==> config.mk <==
export PLATFORM = sky130hd
export DESIGN_NAME = text_console_cursor_engine
export DESIGN_NICKNAME = d
export VERILOG_FILES = /design/src/hw/rtl/tcc_pkg.sv /design/src/hw/rtl/tcc_front.sv /design/src/hw/rtl/tcc_queue.sv /design/src/hw/rtl/tcc_back.sv /design/src/hw/rtl/text_console_cursor_engine.sv
export SDC_FILE = /design/constraint.sdc
export NUM_CORES = 1
export LEC_CHECK = 0
export BUFFER_PORTS_ARGS = -buffer_cell sky130_fd_sc_hd__buf_2
export CAP_MARGIN = 5
export CORE_ASPECT_RATIO = 0.9
export CORE_MARGIN = 4
export CORE_UTILIZATION = 48
export CTS_CLUSTER_DIAMETER = 50
export DETAILED_ROUTE_END_ITERATION = 6
export PLACE_DENSITY = 0.68
export SLEW_MARGIN = 20
export SYNTH_ARGS = -nofsm -noshare
export SYNTH_HDL_FRONTEND = slang
export SYNTH_SLANG_ARGS = --single-unit
==> constraint.sdc <==
create_clock -name i_clk -period 12.3 [get_ports i_clk]
set_clock_uncertainty 0.2 [all_clocks]
set_input_delay 1.23 -clock i_clk [delete_from_list [all_inputs] [get_ports i_clk]]
set_output_delay 1.23 -clock i_clk [all_outputs]
set_load 0.005 [all_outputs]
==> src/hw/rtl/tcc_pkg.sv <==
// Shared types, codes and constants of the text console cursor engine.
`default_nettype none
package tcc_pkg;

    // input func codes
    localparam logic [1:0] FUNC_WRITE = 2'd0;
    localparam logic [1:0] FUNC_TICK  = 2'd1;
    localparam logic [1:0] FUNC_KBD   = 2'd2;

    // control characters
    localparam logic [7:0] CH_NL    = 8'd10;
    localparam logic [7:0] CH_TAB   = 8'd9;
    localparam logic [7:0] CH_BS    = 8'd8;
    localparam logic [7:0] CH_SPACE = 8'd32;

    // command opcodes
    localparam logic [2:0] OP_CLEAR    = 3'd0;
    localparam logic [2:0] OP_GLYPH    = 3'd1;
    localparam logic [2:0] OP_CURSOR   = 3'd2;
    localparam logic [2:0] OP_SCROLL   = 3'd3;
    localparam logic [2:0] OP_CLEARROW = 3'd4;

    // config register indexes
    localparam logic [1:0] CFG_NUM_COLS    = 2'd0;
    localparam logic [1:0] CFG_NUM_ROWS    = 2'd1;
    localparam logic [1:0] CFG_BLINK_TICKS = 2'd2;

    localparam logic [8:0]  NUM_COLS_RESET    = 9'd80;
    localparam logic [7:0]  NUM_ROWS_RESET    = 8'd25;
    localparam logic [15:0] BLINK_TICKS_RESET = 16'd100;

    localparam int DEF_MAX_COLS = 256;
    localparam int DEF_MAX_ROWS = 128;
    localparam int QUEUE_DEPTH  = 4;

    typedef enum logic [2:0] {
        K_CHAR,
        K_NL,
        K_TAB,
        K_BS,
        K_TICK,
        K_KBD
    } t_kind;

    typedef struct packed {
        t_kind       kind;
        logic [7:0]  ch;
        logic [23:0] color;
    } t_job;

    typedef struct packed {
        logic [8:0]  num_cols;
        logic [7:0]  num_rows;
        logic [15:0] blink_ticks;
    } t_cfg;

    typedef struct packed {
        logic [2:0]  op;
        logic [6:0]  row;
        logic [7:0]  col;
        logic [7:0]  glyph;
        logic [23:0] glyph_color;
        logic        cursor_on;
        logic        last;
    } t_cmd;

endpackage
`default_nettype wire

==> src/hw/rtl/tcc_front.sv <==
// Front stage: accepts input items and classifies them into jobs.
`default_nettype none
module tcc_front (
    input  wire logic         i_clk,
    input  wire logic         i_rst_n,
    input  wire logic         i_valid,
    output logic              o_ready,
    input  wire logic [1:0]   i_func,
    input  wire logic [7:0]   i_ch,
    input  wire logic [23:0]  i_color,
    output logic              o_job_valid,
    input  wire logic         i_job_ready,
    output tcc_pkg::t_job     o_job
);
    import tcc_pkg::*;

    logic r_valid;
    t_job r_job;
    t_kind n_kind;

    assign o_ready     = !r_valid || i_job_ready;
    assign o_job_valid = r_valid;
    assign o_job       = r_job;

    always_comb begin
        case (i_func)
            FUNC_WRITE: begin
                case (i_ch)
                    CH_NL:   n_kind = K_NL;
                    CH_TAB:  n_kind = K_TAB;
                    CH_BS:   n_kind = K_BS;
                    default: n_kind = K_CHAR;
                endcase
            end
            FUNC_TICK: n_kind = K_TICK;
            default:   n_kind = K_KBD;
        endcase
    end

    always_ff @(posedge i_clk) begin
        if (!i_rst_n) begin
            r_valid <= 1'b0;
        end else if (o_ready) begin
            // unused func code is dropped here
            r_valid <= i_valid && (i_func inside {FUNC_WRITE, FUNC_TICK, FUNC_KBD});
            r_job.kind  <= n_kind;
            r_job.ch    <= i_ch;
            r_job.color <= i_color;
        end
    end

endmodule
`default_nettype wire

==> src/hw/rtl/tcc_queue.sv <==
// Short job queue between the front and back stages.
`default_nettype none
module tcc_queue #(
    parameter int DEPTH = tcc_pkg::QUEUE_DEPTH
) (
    input  wire logic           i_clk,
    input  wire logic           i_rst_n,
    input  wire logic           i_push_valid,
    output logic                o_push_ready,
    input  wire tcc_pkg::t_job  i_push_job,
    output logic                o_pop_valid,
    input  wire logic           i_pop_ready,
    output tcc_pkg::t_job       o_pop_job
);
    import tcc_pkg::*;

    localparam int PW = (DEPTH > 1) ? $clog2(DEPTH) : 1;
    localparam int CNTW = $clog2(DEPTH + 1);

    t_job            r_mem [DEPTH];
    logic [PW-1:0]   r_wptr;
    logic [PW-1:0]   r_rptr;
    logic [CNTW-1:0] r_count;
    logic            push;
    logic            pop;

    assign o_push_ready = (r_count != CNTW'(DEPTH));
    assign o_pop_valid  = (r_count != '0);
    assign o_pop_job    = r_mem[r_rptr];
    assign push = i_push_valid && o_push_ready;
    assign pop  = o_pop_valid && i_pop_ready;

    function automatic logic [PW-1:0] ptr_inc(input logic [PW-1:0] p);
        ptr_inc = (p == PW'(DEPTH - 1)) ? '0 : PW'(p + 1'b1);
    endfunction

    always_ff @(posedge i_clk) begin
        if (push) r_mem[r_wptr] <= i_push_job;
    end

    always_ff @(posedge i_clk) begin
        if (!i_rst_n) begin
            r_wptr  <= '0;
            r_rptr  <= '0;
            r_count <= '0;
        end else begin
            if (push) r_wptr <= ptr_inc(r_wptr);
            if (pop)  r_rptr <= ptr_inc(r_rptr);
            if (push && !pop)      r_count <= CNTW'(r_count + 1'b1);
            else if (pop && !push) r_count <= CNTW'(r_count - 1'b1);
        end
    end

endmodule
`default_nettype wire

==> src/hw/rtl/tcc_back.sv <==
// Back stage: cursor and blink state, command sequencer and output register.
`default_nettype none
module tcc_back #(
    parameter int MAX_COLS = tcc_pkg::DEF_MAX_COLS,
    parameter int MAX_ROWS = tcc_pkg::DEF_MAX_ROWS
) (
    input  wire logic           i_clk,
    input  wire logic           i_rst_n,
    input  wire tcc_pkg::t_cfg  i_cfg,
    input  wire logic           i_job_valid,
    output logic                o_job_ready,
    input  wire tcc_pkg::t_job  i_job,
    output logic                o_cmd_valid,
    input  wire logic           i_cmd_ready,
    output tcc_pkg::t_cmd       o_cmd
);
    import tcc_pkg::*;

    localparam int CW = $clog2(MAX_COLS);
    localparam int RW = $clog2(MAX_ROWS);

    typedef enum logic [2:0] {
        S_IDLE,
        S_CLEAR,
        S_GLYPH,
        S_SCROLL,
        S_CLRROW,
        S_BSCLR,
        S_CURSOR
    } t_state;

    t_state        r_state;
    t_kind         r_kind;
    logic [7:0]    r_ch;
    logic [23:0]   r_color;
    logic [RW-1:0] r_row;
    logic [CW-1:0] r_col;
    logic [2:0]    r_cnt;
    logic          r_more;
    logic [15:0]   r_blink;
    logic          r_shown;
    logic          r_ov;
    t_cmd          r_cmd;

    logic [CW:0]   eff_cols;
    logic [RW:0]   eff_rows;
    logic [15:0]   eff_blink;
    logic [CW:0]   col_inc;
    logic [RW:0]   row_inc;
    logic [CW:0]   lc_full;
    logic [RW:0]   lr_full;
    logic [CW-1:0] last_col;
    logic [RW-1:0] last_row;
    logic [RW-1:0] row_c;
    logic [CW-1:0] col_c;
    logic          wrap;
    logic          row_over;
    logic          narrow;
    logic          more;
    logic          can_emit;
    logic          emit_go;
    logic          emitting;
    t_cmd          e_cmd;

    // out-of-range register values are saturated
    always_comb begin
        if (i_cfg.num_cols == '0)                eff_cols = (CW+1)'(1);
        else if (i_cfg.num_cols > 9'(MAX_COLS)) eff_cols = (CW+1)'(MAX_COLS);
        else                                     eff_cols = i_cfg.num_cols[CW:0];
        if (i_cfg.num_rows == '0)                eff_rows = (RW+1)'(1);
        else if (i_cfg.num_rows > 8'(MAX_ROWS)) eff_rows = (RW+1)'(MAX_ROWS);
        else                                     eff_rows = i_cfg.num_rows[RW:0];
        eff_blink = (i_cfg.blink_ticks == '0) ? 16'd1 : i_cfg.blink_ticks;
    end

    assign lc_full  = eff_cols - (CW+1)'(1);
    assign lr_full  = eff_rows - (RW+1)'(1);
    assign last_col = lc_full[CW-1:0];
    assign last_row = lr_full[RW-1:0];
    assign row_c    = ({1'b0, r_row} >= eff_rows) ? last_row : r_row;
    assign col_c    = ({1'b0, r_col} >= eff_cols) ? last_col : r_col;
    assign col_inc  = {1'b0, r_col} + (CW+1)'(1);
    assign row_inc  = {1'b0, r_row} + (RW+1)'(1);
    assign wrap     = (col_inc >= eff_cols);
    assign row_over = (row_inc >= eff_rows);
    assign narrow   = (eff_cols < (CW+1)'(4));
    // another tab space follows unless the count is spent or a narrow row wrapped
    assign more     = (r_kind == K_TAB) && (r_cnt != 3'd1) && !(wrap && narrow);

    assign can_emit    = !r_ov || i_cmd_ready;
    assign emit_go     = emitting && can_emit;
    assign o_job_ready = (r_state == S_IDLE);
    assign o_cmd_valid = r_ov;
    assign o_cmd       = r_cmd;

    always_comb begin
        e_cmd    = '0;
        emitting = 1'b1;
        case (r_state)
            S_CLEAR, S_BSCLR: begin
                e_cmd.op  = OP_CLEAR;
                e_cmd.row = 7'(r_row);
                e_cmd.col = 8'(r_col);
            end
            S_GLYPH: begin
                e_cmd.op          = OP_GLYPH;
                e_cmd.row         = 7'(r_row);
                e_cmd.col         = 8'(r_col);
                e_cmd.glyph       = (r_kind == K_TAB) ? CH_SPACE : r_ch;
                e_cmd.glyph_color = r_color;
            end
            S_SCROLL: e_cmd.op = OP_SCROLL;
            S_CLRROW: begin
                e_cmd.op  = OP_CLEARROW;
                e_cmd.row = 7'(last_row);
            end
            S_CURSOR: begin
                e_cmd.op        = OP_CURSOR;
                e_cmd.row       = 7'(r_row);
                e_cmd.col       = 8'(r_col);
                e_cmd.cursor_on = r_shown;
                e_cmd.last      = 1'b1;
            end
            default: emitting = 1'b0;
        endcase
    end

    always_ff @(posedge i_clk) begin
        if (emit_go) r_cmd <= e_cmd;
    end

    always_ff @(posedge i_clk) begin
        if (!i_rst_n) begin
            r_state <= S_IDLE;
            r_row   <= '0;
            r_col   <= '0;
            r_blink <= BLINK_TICKS_RESET;
            r_shown <= 1'b1;
            r_ov    <= 1'b0;
            r_more  <= 1'b0;
        end else begin
            if (emit_go)          r_ov <= 1'b1;
            else if (i_cmd_ready) r_ov <= 1'b0;

            case (r_state)
                S_IDLE: begin
                    if (i_job_valid) begin
                        r_kind  <= i_job.kind;
                        r_ch    <= i_job.ch;
                        r_color <= i_job.color;
                        r_row   <= row_c;
                        r_col   <= col_c;
                        r_cnt   <= 3'd4 - {1'b0, col_c[1:0]};
                        case (i_job.kind)
                            K_TICK: begin
                                if (r_blink > 16'd1) begin
                                    r_blink <= r_blink - 16'd1;
                                end else begin
                                    r_blink <= eff_blink;
                                    r_shown <= !r_shown;
                                    r_state <= S_CURSOR;
                                end
                            end
                            K_KBD: begin
                                r_blink <= eff_blink;
                                r_shown <= 1'b1;
                                r_state <= S_CURSOR;
                            end
                            default: r_state <= S_CLEAR;
                        endcase
                    end
                end
                S_CLEAR: begin
                    if (can_emit) begin
                        case (r_kind)
                            K_NL: begin
                                r_col <= '0;
                                if (row_over) begin
                                    r_more  <= 1'b0;
                                    r_state <= S_SCROLL;
                                end else begin
                                    r_row   <= row_inc[RW-1:0];
                                    r_state <= S_CURSOR;
                                end
                            end
                            K_BS: begin
                                if (r_col == '0 && r_row == '0) begin
                                    r_state <= S_CURSOR;   // top left: no move
                                end else begin
                                    if (r_col == '0) begin
                                        r_row <= RW'(r_row - 1'b1);
                                        r_col <= last_col;
                                    end else begin
                                        r_col <= CW'(r_col - 1'b1);
                                    end
                                    r_state <= S_BSCLR;
                                end
                            end
                            default: r_state <= S_GLYPH;
                        endcase
                    end
                end
                S_GLYPH: begin
                    if (can_emit) begin
                        r_cnt <= 3'(r_cnt - 3'd1);
                        if (wrap) begin
                            r_col <= '0;
                            if (row_over) begin
                                r_more  <= more;
                                r_state <= S_SCROLL;
                            end else begin
                                r_row   <= row_inc[RW-1:0];
                                r_state <= more ? S_CLEAR : S_CURSOR;
                            end
                        end else begin
                            r_col   <= col_inc[CW-1:0];
                            r_state <= more ? S_CLEAR : S_CURSOR;
                        end
                    end
                end
                S_SCROLL: begin
                    if (can_emit) r_state <= S_CLRROW;
                end
                S_CLRROW: begin
                    if (can_emit) begin
                        r_row   <= last_row;
                        r_col   <= '0;
                        r_state <= r_more ? S_CLEAR : S_CURSOR;
                    end
                end
                S_BSCLR: begin
                    if (can_emit) r_state <= S_CURSOR;
                end
                S_CURSOR: begin
                    if (can_emit) r_state <= S_IDLE;
                end
                default: r_state <= S_IDLE;
            endcase
        end
    end

endmodule
`default_nettype wire

==> src/hw/rtl/text_console_cursor_engine.sv <==
// Top level of the text console cursor engine: config registers and stage wiring.
//
//  channel  dir  handshake                      payload
//  s_axis   in   s_axis_tvalid/s_axis_tready    tuser func, tdata ch|color
//  m_axis   out  m_axis_tvalid/m_axis_tready    tuser op, tdata cell command, tlast
//  cfg      in   i_cfg_we (no wait)             i_cfg_addr, i_cfg_wdata
//
// One command leaves per cycle while m_axis_tready is high and the back sequencer,
// which sets the rate, has one to send. It dispatches each item, then sends its
// commands: a plain character sends clear, glyph, cursor; a scroll adds scroll and
// clear-row; a tab, a clear and a glyph per space. Ticks that only count down send none.
// Reset is synchronous, active low: cursor at 0,0, visible, blink count 100.
// Front and back are decoupled by a 4-entry job queue, and the output register
// lets the sequencer stop while a command waits on m_axis_tready.
`default_nettype none
module text_console_cursor_engine #(
    parameter int MAX_COLS = tcc_pkg::DEF_MAX_COLS,
    parameter int MAX_ROWS = tcc_pkg::DEF_MAX_ROWS
) (
    input  wire logic         i_clk,
    input  wire logic         i_rst_n,
    // input items
    input  wire logic         s_axis_tvalid,
    output logic              s_axis_tready,
    input  wire logic [31:0]  s_axis_tdata,   // ch[7:0], color[31:8]
    input  wire logic [1:0]   s_axis_tuser,   // func[1:0]
    // drawing commands
    output logic              m_axis_tvalid,
    input  wire logic         m_axis_tready,
    output logic [47:0]       m_axis_tdata,   // row[6:0], col[14:7], glyph[22:15],
                                              // glyph_color[46:23], cursor_on[47]
    output logic [2:0]        m_axis_tuser,   // op[2:0]
    output logic              m_axis_tlast,
    // configuration writes
    input  wire logic         i_cfg_we,
    input  wire logic [1:0]   i_cfg_addr,
    input  wire logic [15:0]  i_cfg_wdata
);
    import tcc_pkg::*;

    t_cfg r_cfg;
    t_job front_job;
    t_job queue_job;
    t_cmd cmd;
    logic front_valid;
    logic queue_ready;
    logic queue_valid;
    logic back_ready;

    // registers; an index past the list is ignored
    always_ff @(posedge i_clk) begin
        if (!i_rst_n) begin
            r_cfg.num_cols    <= NUM_COLS_RESET;
            r_cfg.num_rows    <= NUM_ROWS_RESET;
            r_cfg.blink_ticks <= BLINK_TICKS_RESET;
        end else if (i_cfg_we) begin
            case (i_cfg_addr)
                CFG_NUM_COLS:    r_cfg.num_cols    <= i_cfg_wdata[8:0];
                CFG_NUM_ROWS:    r_cfg.num_rows    <= i_cfg_wdata[7:0];
                CFG_BLINK_TICKS: r_cfg.blink_ticks <= i_cfg_wdata;
                default: ;
            endcase
        end
    end

    tcc_front u_front (
        .i_clk       (i_clk),
        .i_rst_n     (i_rst_n),
        .i_valid     (s_axis_tvalid),
        .o_ready     (s_axis_tready),
        .i_func      (s_axis_tuser),
        .i_ch        (s_axis_tdata[7:0]),
        .i_color     (s_axis_tdata[31:8]),
        .o_job_valid (front_valid),
        .i_job_ready (queue_ready),
        .o_job       (front_job)
    );

    tcc_queue #(
        .DEPTH (QUEUE_DEPTH)
    ) u_queue (
        .i_clk        (i_clk),
        .i_rst_n      (i_rst_n),
        .i_push_valid (front_valid),
        .o_push_ready (queue_ready),
        .i_push_job   (front_job),
        .o_pop_valid  (queue_valid),
        .i_pop_ready  (back_ready),
        .o_pop_job    (queue_job)
    );

    tcc_back #(
        .MAX_COLS (MAX_COLS),
        .MAX_ROWS (MAX_ROWS)
    ) u_back (
        .i_clk       (i_clk),
        .i_rst_n     (i_rst_n),
        .i_cfg       (r_cfg),
        .i_job_valid (queue_valid),
        .o_job_ready (back_ready),
        .i_job       (queue_job),
        .o_cmd_valid (m_axis_tvalid),
        .i_cmd_ready (m_axis_tready),
        .o_cmd       (cmd)
    );

    assign m_axis_tdata = {cmd.cursor_on, cmd.glyph_color, cmd.glyph, cmd.col, cmd.row};
    assign m_axis_tuser = cmd.op;
    assign m_axis_tlast = cmd.last;

endmodule
`default_nettype wire

==> results of run 1 <==
-- through the flow --
stage | hold WS, ps | utilization [%] | power (W)
floorplan | 227 | - | 0.00249
global placement | 240 | 51.9 | 0.00282
detailed placement | 248 | 52.0 | 0.00284
CTS | 257 | 56.6 | 0.00408
global route | 277 | 56.6 | 0.00428
finish | 255 | 56.6 | 0.00405
-- worst max path at each step --
stage	slack (ps)	depth (start not counted)	from	endpoint
global placement	8340	11	u_back.r_col[0]	u_back.r_row[1]
floorplan	8020	2	m_axis_tready	u_back.o_cmd[0]
finish	8080	11	u_back.r_col[0]	u_back.r_row[1]
global route	7900	11	u_back.r_col[0]	u_back.r_row[1]
detailed placement	8210	11	u_back.r_col[0]	u_back.r_row[1]
CTS	8170	11	u_back.r_col[0]	u_back.r_row[1]
-- where the power goes --
part	total, W	internal (W)	switching (W)
Clock	0.00123	0.000749	0.000485
Combinational	0.00116	0.000461	0.000696
Sequential	0.00166	0.00152	0.000147
-- worst min-delay path, cell delays in order (launching register included) --
cell,delay [ps]
dfxtp_1,310
nand2_1,50
a21oi_1,50
-- registers in the layout, summed over array words and instances (netlist names), 7 cells and up, named ones only --
signal and flops:
u_queue.r_mem 140, u_back.o_cmd 52, u_front.o_job 35, r_cfg 33, u_back.r_color 24, u_back.r_blink 16
u_back.r_ch 8, u_back.r_col 8, u_back.r_row 7
-- final cells by class --
cell class / instances / area, um2 / share of cell area, %
clock inverter: 28 / 327 / 1.86
sequential: 345 / 9560 / 54.5
tap: 409 / 512 / 2.92
multi-input combinational: 745 / 5300 / 30.2
timing repair buffer: 124 / 668 / 3.81
clock buffer: 49 / 1090 / 6.20
inverter: 21 / 78.8 / 0.450
-- routing by layer --
| metal | track usage, % | share of wire [%] |
|---|---|---|
| met3 | 2.75 | 5.2 |
| met5 | 0 | 0 |
| met4 | 4.80 | 1.9 |
| met1 | 27.1 | 44 |
| met2 | 30.8 | 48 |
-- cell families (layout without fill, tap and decap cells) --
logic type | Yosys count | count (layout) | synth area share [%]
compound gates | 237 | 237 | 10.0
xor+xnor | 24 | 24 | 1.39
fa+ha+maj | 54 | 54 | 4.49
buf+inv | 82 | 222 | 2.23
flops | 345 | 345 | 63.1
mux | 56 | 56 | 6.60
simple gates | 374 | 374 | 12.2
-- synthesized netlist by cell type (all sizes together), types with 20 or more instances --
library cell,instances
edfxtp,265
nand2,118
ha,52
nor2,90
a21oi,73
mux2i,20
clkbuf,41
nor3,21
o21ai,51
inv,21
buf,20
dfxtp,80
mux4,35
and2,48
==> impl_metrics.tcl, run 1 <==
set metrics [dict create \
    outcome "completed" \
    syn2layout_area_growth_pct 15.6 \
    layout_setup_ws_ps 8080 \
    crit_path_start_kind "flop" \
    slew_viol_final 0 \
    crit_family "compound AO/OA/AOI/OAI gates" \
    die_h_um 177 \
    synthTopCellsByArea "edfxtp_1 (53%), dfxtp_1 (11%), mux4_2 (5.2%), ha_1 (4.3%), nand2_1 (2.9%)" \
    timing.rr.start "u_back.r_col[0]" \
    finalNonFillerCells 1721 \
    reg2reg_depth 11 \
    wl_per_cell_um 19.1 \
    cts_tree "yes" \
    fin_area_mm2 0.0175 \
    htreeDepth 2 \
    min_from "u_back.r_blink[15]" \
    io_buffers 110 \
    start_util_pct 48.9 \
    required_ps 12510 \
    synthCells 1172 \
    cp_cell_sequence "ha_1, and3_1, and3_2, and3_1, ha_1, a211oi_1, o211ai_1, o2bb2ai_1, or4_1, a21oi_1, o221a_2" \
    post_cts_buffers 0 \
    drv_cap 0 \
    num_rows 61 \
    ys_ff_latch 345 \
    critPathArrivalTime_ps 4430 \
    die_w_um 195 \
    vias_per_cell 5.66 \
    synth_edf_count 265 \
    gp_congestion 0.880 \
    final_nets 1389 \
    antenna_found_initial 0 \
    vdd_drop_max_mv 0.135 \
    hpwl_um 21300 \
    r2r_slack_ps 8080 \
    slowest_stage "o2bb2ai_1" \
    post-route-period-util_pct 34.3 \
    n_antenna_cell 0 \
    avgSynthCellArea_um2 12.9 \
    coreArea_mm2 0.0310 \
    grt_pass1_wl_um 52500 \
    dieArea_mm2 0.0345 \
    slew_headroom_pct 29.0 \
    place_area_mm2 0.0161 \
    overflow 0 \
    worst_pin_slew_ps 1060 \
    grt_max_degree 57 \
    path_class "flop to flop" \
    placed_cells 1644 \
    yosys.area.top_type "edfxtp_1" \
    yosys.area.top_type_share_pct 52.5 \
    wl_um 32800 \
    syn_area_mm2 0.0152 \
    hold_path.class "flop to flop" \
    p_leak_nw 6.40 \
    cts_resized 0 \
    ioPinCount 111 \
    power_density_mw_per_mm2 231 \
    fillers 2527 \
    async_flop_share_pct 0 \
    first_iter_violations 860 \
    cts_hold_buffers 0 \
    dr.pass1.iters 5 \
    final_cell_mix "edfxtp_1 (265), nand2_1 (118), buf_2 (110)" \
    grt.total_usage_pct 18.9 \
    grt_pass1_vias 9423 \
    hold_depth 2 \
    final_common_cell "edfxtp_1" \
    numCtsBuffers 42 \
    cts_root_buffer "clkbuf_16" \
    place_ws_ps 8210 \
    synth_nets 1282 \
    fin_crit_ps 4220 \
    clock_sinks 345 \
    drtAntennaViolNets 0 \
    via_count 9736 \
    critPathBufInv 0 \
    clock_path_buffers 3 \
    synth_top_flop_cell "edfxtp_1" \
    setup_viol_count_final 0 \
    rsz0062_at_grt "no" \
    seq_area_frac_synth_pct 63.1 \
    synthDistinctLibCells 85 \
    clock_latency_ps 550 \
    min_to "u_back.r_blink[15]" \
    drcViolationCount 0 \
    yosysWarnings 0 \
    layout-drive-gt1-share_pct 19.1 \
    crit_path_end_kind "flop" \
    clkTransAtPathRegs_ps 60 \
    fmax_ghz 0.237 \
    hold_violations 0 \
    max_stage_delay_ps 700 \
    path_max_fanout 14 \
    final.setup.tns_ps 0 \
    r2r-end "u_back.r_row[1]" \
]
Power figures use the tool's default switching activity.
==> run 2: changes to the inputs <==
- PLACE_DENSITY: 0.68 -> 0.7
- clock period: 12.3 -> 3.86 ns (I/O delays scaled with it)
==> run 2 against run 1 <==
Sequential cell count unchanged; non-clock buffer count up 74; sequential share of layout area shrank 1.8 points; worst setup slack worse by 7800 ps; critical path type unchanged; critical endpoint is now u_back.r_row[3]; largest power group unchanged.
==> impl_metrics.tcl, run 2 (synthesis results as in run 1) <==
set metrics [dict create \
    slew_viol_final 0 \
    grt_pass1_vias 9942 \
    drtAntennaViolNets 0 \
    final_nets 1460 \
    crit_family "simple AND/OR/NAND/NOR gates" \
    wl_per_cell_um 19.2 \
    postLayoutCoreUtil_pct 58.4 \
    setup_viol_count_final 0 \
    wl_um 34400 \
    grt_max_degree 39 \
    via_count 10068 \
    n_antenna_cell 0 \
    grt_busiest_layer "met2" \
    final.setup.tns_ps 0 \
    power_density_mw_per_mm2 713 \
    vdd_drop_max_mv 0.428 \
    drcViolationCount 0 \
    min_from "m_axis_tready" \
    ioPinCount 111 \
    io_buffers 110 \
    first_iter_violations 854 \
    rsz0062_at_grt "no" \
    outcome "completed" \
    post_cts_buffers 0 \
    overflow 0 \
    worst_pin_slew_ps 805 \
    clock_path_buffers 3 \
    fillers 2461 \
    start_util_pct 48.9 \
    crit_path_end_kind "flop" \
    regMostFlops "u_queue.r_mem" \
    cts_tree "yes" \
    clock_sinks 345 \
    clkTransAtPathRegs_ps 60 \
    drv_cap 0 \
    grt_util_met1_pct 28.0 \
    cp_cell_sequence "ha_1, and3_1, and3_2, xor2_1, ha_1, nand4_1, a211oi_1, o2bb2ai_1, or4_4, a21oi_1, o32ai_1" \
    crit_top_cell "ha_1" \
    largest_register_ffs 140 \
    path_class "flop to flop" \
    place_area_mm2 0.0163 \
    num_rows 61 \
    grt.total_usage_pct 19.9 \
    critPathArrivalTime_ps 3800 \
    slowest_stage "or4_4" \
    holdWs_ps 111 \
    required_ps 4070 \
    timing.rr.start "u_back.r_col[0]" \
    dr.pass1.iters 5 \
    crit_path_start_kind "flop" \
    post-route-period-util_pct 93.0 \
    vias_per_cell 5.62 \
    clock_latency_ps 550 \
    grt_util_met2_pct 32.6 \
    gp_congestion 0.906 \
    grt_use_met3_pct 3.55 \
    coreArea_mm2 0.0310 \
    fmax_ghz 0.278 \
    critPathBufInv 0 \
    final_cell_mix "edfxtp_1 (265), nand2_1 (118), buf_2 (110)" \
    die_h_um 177 \
    die_w_um 195 \
    syn2layout_area_growth_pct 19.5 \
    slew_headroom_pct 46.4 \
    cp-startpoint "u_back.r_col[0]" \
    cts_root_buffer "clkbuf_16" \
    p_leak_nw 6.67 \
    max_stage_delay_ps 660 \
    path_max_fanout 14 \
    numCtsBuffers 39 \
    hold_path.class "input port to flop" \
    grt_pass1_wl_um 54900 \
    layout-drive-gt1-share_pct 19.0 \
    final_common_cell "edfxtp_1" \
    dieArea_mm2 0.0345 \
    hpwl_um 22300 \
    hold_violations 0 \
    fin_area_mm2 0.0181 \
    fin_crit_ps 3590 \
    antenna_found_initial 0 \
    htreeDepth 2 \
]
[run 2: cell count changes in the layout (fill, tap and decap cells not counted), sizes merged]
| cell | change |
|---|---|
| buf | +21 |
| inv | -2 |
| clkbuf | -2 |
| bufinv | -2 |
| dlygate4sd3 | +53 |
| clkinvlp | +1 |
[run 2: tightest hold or removal path, cell delays in order]
cell      delay (ps)
buf_2            110
nand2b_1         220
a21oi_1           90
[run 2: per-layer routing]
layer	vias up	part of all wire (%)
met1	4962	45
met2	276	49
li1	4782	-
met5	-	0
met3	48	5.1
met4	0	1.6
[run 2: where the power goes]
| part | total, W | internal [W] | switching (W) |
|---|---|---|---|
| registers | 0.00519 | 0.00483 | 0.000359 |
| logic | 0.00405 | 0.00164 | 0.00240 |
| clock network | 0.00368 | 0.00215 | 0.00153 |
| total | 0.0129 | 0.00862 | 0.00430 |
[run 2: final cells by class]
class                      instances  area (um2)  area share (%)
sequential                       345        9560            52.8
clock inverter                    25         278            1.53
clock buffer                      47        1030            5.67
timing repair buffer             198        1360            7.49
multi-input combinational        745        5300            29.3
inverter                          21        78.8           0.435
tap                              409         512            2.83
[run 2: final timing paths]
check                            end  slack, ps  cells past startpoint
setup reg to reg     u_back.r_row[3]        270                     11
setup / recovery     u_back.r_row[3]        270                     11
hold / removal    u_back.o_cmd_valid        110                      3
hold reg to reg   u_back.r_blink[15]        250                      2
[run 2: stage by stage]
stage | worst slack, ps | total power (W) | cells
floorplan | 493 | 0.00791 | 1172
global placement | 309 | 0.00914 | 1665
detailed placement | 162 | 0.00923 | 1665
CTS | 145 | 0.0130 | 1790
global route | 55.7 | 0.0136 | 1790
finish | 269 | 0.0129 | 1790
[run 2: repair_timing]
action | CTS | global route
hold endpoints to repair | 69 | 0
hold buffers | 53 | 0
resized for setup | 0 | 1
setup endpoints to repair | 0 | 7
==> run 3: changes to the inputs <==
- HOLD_SLACK_MARGIN: default -> 0.15
- PLACE_DENSITY: 0.7 -> 0.68
- clock period: 3.86 -> 4.5 ns (I/O delays scaled with it)
==> run 3 against run 2 <==
Non-clock buffer count fell by 12; combinational power fell by 21%; core utilization fell by 0.69 points; clock power is 20% lower; global-route usage decreased by 0.67 points; final area down 1.2%; critical endpoint is now u_back.r_col[3].
==> impl_metrics.tcl, run 3 (synthesis results as in run 1) <==
set metrics [dict create \
    die_w_um 195 \
    worst_pin_slew_ps 1000 \
    pwr-share-comb_pct 30.0 \
    wl_per_cell_um 19.0 \
    outcome "completed" \
    final.setup.tns_ps 0 \
    wl_met2_um 16100 \
    critPathArrivalTime_ps 4150 \
    num_rows 61 \
    path_max_fanout 13 \
    final_common_cell "edfxtp_1" \
    switching_share_pct 33.4 \
    fin_crit_ps 3890 \
    path_class "flop to flop" \
    slew_headroom_pct 33.1 \
    power.switching_w 0.00358 \
    largest_register_ffs 140 \
    antenna_found_initial 0 \
    placed_cells 1653 \
    ioPinCount 111 \
    grt_pass1_wl_um 53100 \
    timing.rr.start "u_back.r_col[0]" \
    cts_tree "yes" \
    wl_um 33700 \
    clock_path_buffers 3 \
    drv_cap 0 \
    cp-startpoint "u_back.r_col[0]" \
    wl_met3_um 2300 \
    cts_resized 0 \
    hpwl_um 22100 \
    final_cell_mix "edfxtp_1 (265), nand2_1 (118), buf_2 (110)" \
    p_int_w 0.00714 \
    grt_max_degree 52 \
    top_layer_used "met4" \
    htreeDepth 2 \
    post-route-period-util_pct 86.5 \
    vdd_drop_max_mv 0.380 \
    gp_congestion 0.865 \
    die_h_um 177 \
    numCtsBuffers 38 \
    io_buffers 110 \
    clkTransAtPathRegs_ps 60 \
    p_leak_nw 6.57 \
    drcViolationCount 0 \
    rsz0062_at_grt "no" \
    hold_path.class "input port to flop" \
    hold_violations 0 \
    r2r_slack_ps 610 \
    power_density_mw_per_mm2 599 \
    first_iter_violations 935 \
    dieArea_mm2 0.0345 \
    grt.total_usage_pct 19.2 \
    min_from "i_rst_n" \
    layout-drive-gt1-share_pct 18.7 \
    crit_path_start_kind "flop" \
    pwr-share-seq_pct 42.7 \
    drtAntennaViolNets 0 \
    cts_root_buffer "clkbuf_16" \
    clock_sinks 345 \
    final_nets 1447 \
    vias_per_cell 5.72 \
    post_cts_buffers 0 \
    finalNonFillerCells 1775 \
    crit_path_end_kind "flop" \
    syn2layout_area_growth_pct 18.1 \
    regMostFlops "u_queue.r_mem" \
    clkPwrFrac_pct 27.3 \
    required_ps 4760 \
    grt_pass1_vias 9957 \
    n_antenna_cell 0 \
    fmax_ghz 0.257 \
    clock_latency_ps 540 \
    via_count 10154 \
    holdWs_ps 189 \
    wl_met1_um 14400 \
    setup_viol_count_final 0 \
    coreArea_mm2 0.0310 \
    slew_viol_final 0 \
    start_util_pct 48.9 \
    overflow 0 \
    dr.pass1.iters 6 \
]
run 3: cell types whose count changed in the layout (fill, tap and decap cells not counted), moves of 2 or more:
| cell | change |
|---|---|
| inv_6 | +2 |
| clkinv_2 | +7 |
| buf_4 | -12 |
| clkinv_1 | -5 |
| bufinv_16 | -2 |
| clkinv_16 | -2 |
| clkbuf_1 | -3 |
run 3: what timing repair did:
item / 4_1_cts / 5_1_grt
hold buffers: 53 / 0
endpoints found under the hold margin: 69 / 0
endpoints found under the setup margin: 0 / 0
run 3: cell type report:
| class | instances | area [um2] |
|---|---|---|
| timing repair buffer | 186 | 1270 |
| tap | 409 | 512 |
| clock buffer | 44 | 996 |
| multi-input combinational | 745 | 5300 |
| clock inverter | 25 | 188 |
| fill | 2504 | 13100 |
| sequential | 345 | 9560 |
| inverter | 21 | 78.8 |
run 3: per-stage QoR:
stage / util [%] / total power (W) / cell area, um2 / setup WS [ps]
3_5_place_dp: 52.2 / 0.00780 / 16200 / 759
4_1_cts: 57.8 / 0.0108 / 17900 / 711
6_report: 57.8 / 0.0107 / 17900 / 609
3_3_place_gp: 52.2 / 0.00773 / 16200 / 840
5_1_grt: 57.8 / 0.0113 / 17900 / 420
2_1_floorplan: - / 0.00679 / 15200 / 627
run 3: path summary, 6_finish.rpt:
path	to	cells after the start
hold reg to reg	u_back.r_blink[15]	2
hold / removal	r_cfg[20]	3
setup / recovery	u_back.r_col[3]	12
setup reg to reg	u_back.r_col[3]	12
run 3: power groups by stage:
stage | Sequential (W) | Clock, W | Combinational (W)
final | 0.00458 | 0.00293 | 0.00321
after global routing | 0.00465 | 0.00312 | 0.00356
after CTS | 0.00458 | 0.00299 | 0.00322
after detailed placement | 0.00464 | 0 | 0.00315
after global placement | 0.00462 | 0 | 0.00312
after floorplan | 0.00443 | 0 | 0.00237
run 3: metal layers:
metal	vias up	GRT usage, %
met3	76	3.19
met1	4941	26.4
li1	4763	-
met5	-	0
met4	0	6.22
met2	374	31.6
run 3: critical path: stages, from the launching register on:
cell and delay [ps]:
dfxtp_1 600, ha_1 320, and3_1 260, and3_2 250
and3_1 180, ha_1 250, a211oi_1 310, o21ai_0 140
o22ai_1 410, nand2_1 300, o311ai_0 360, nand2_1 90
a41oi_1 150
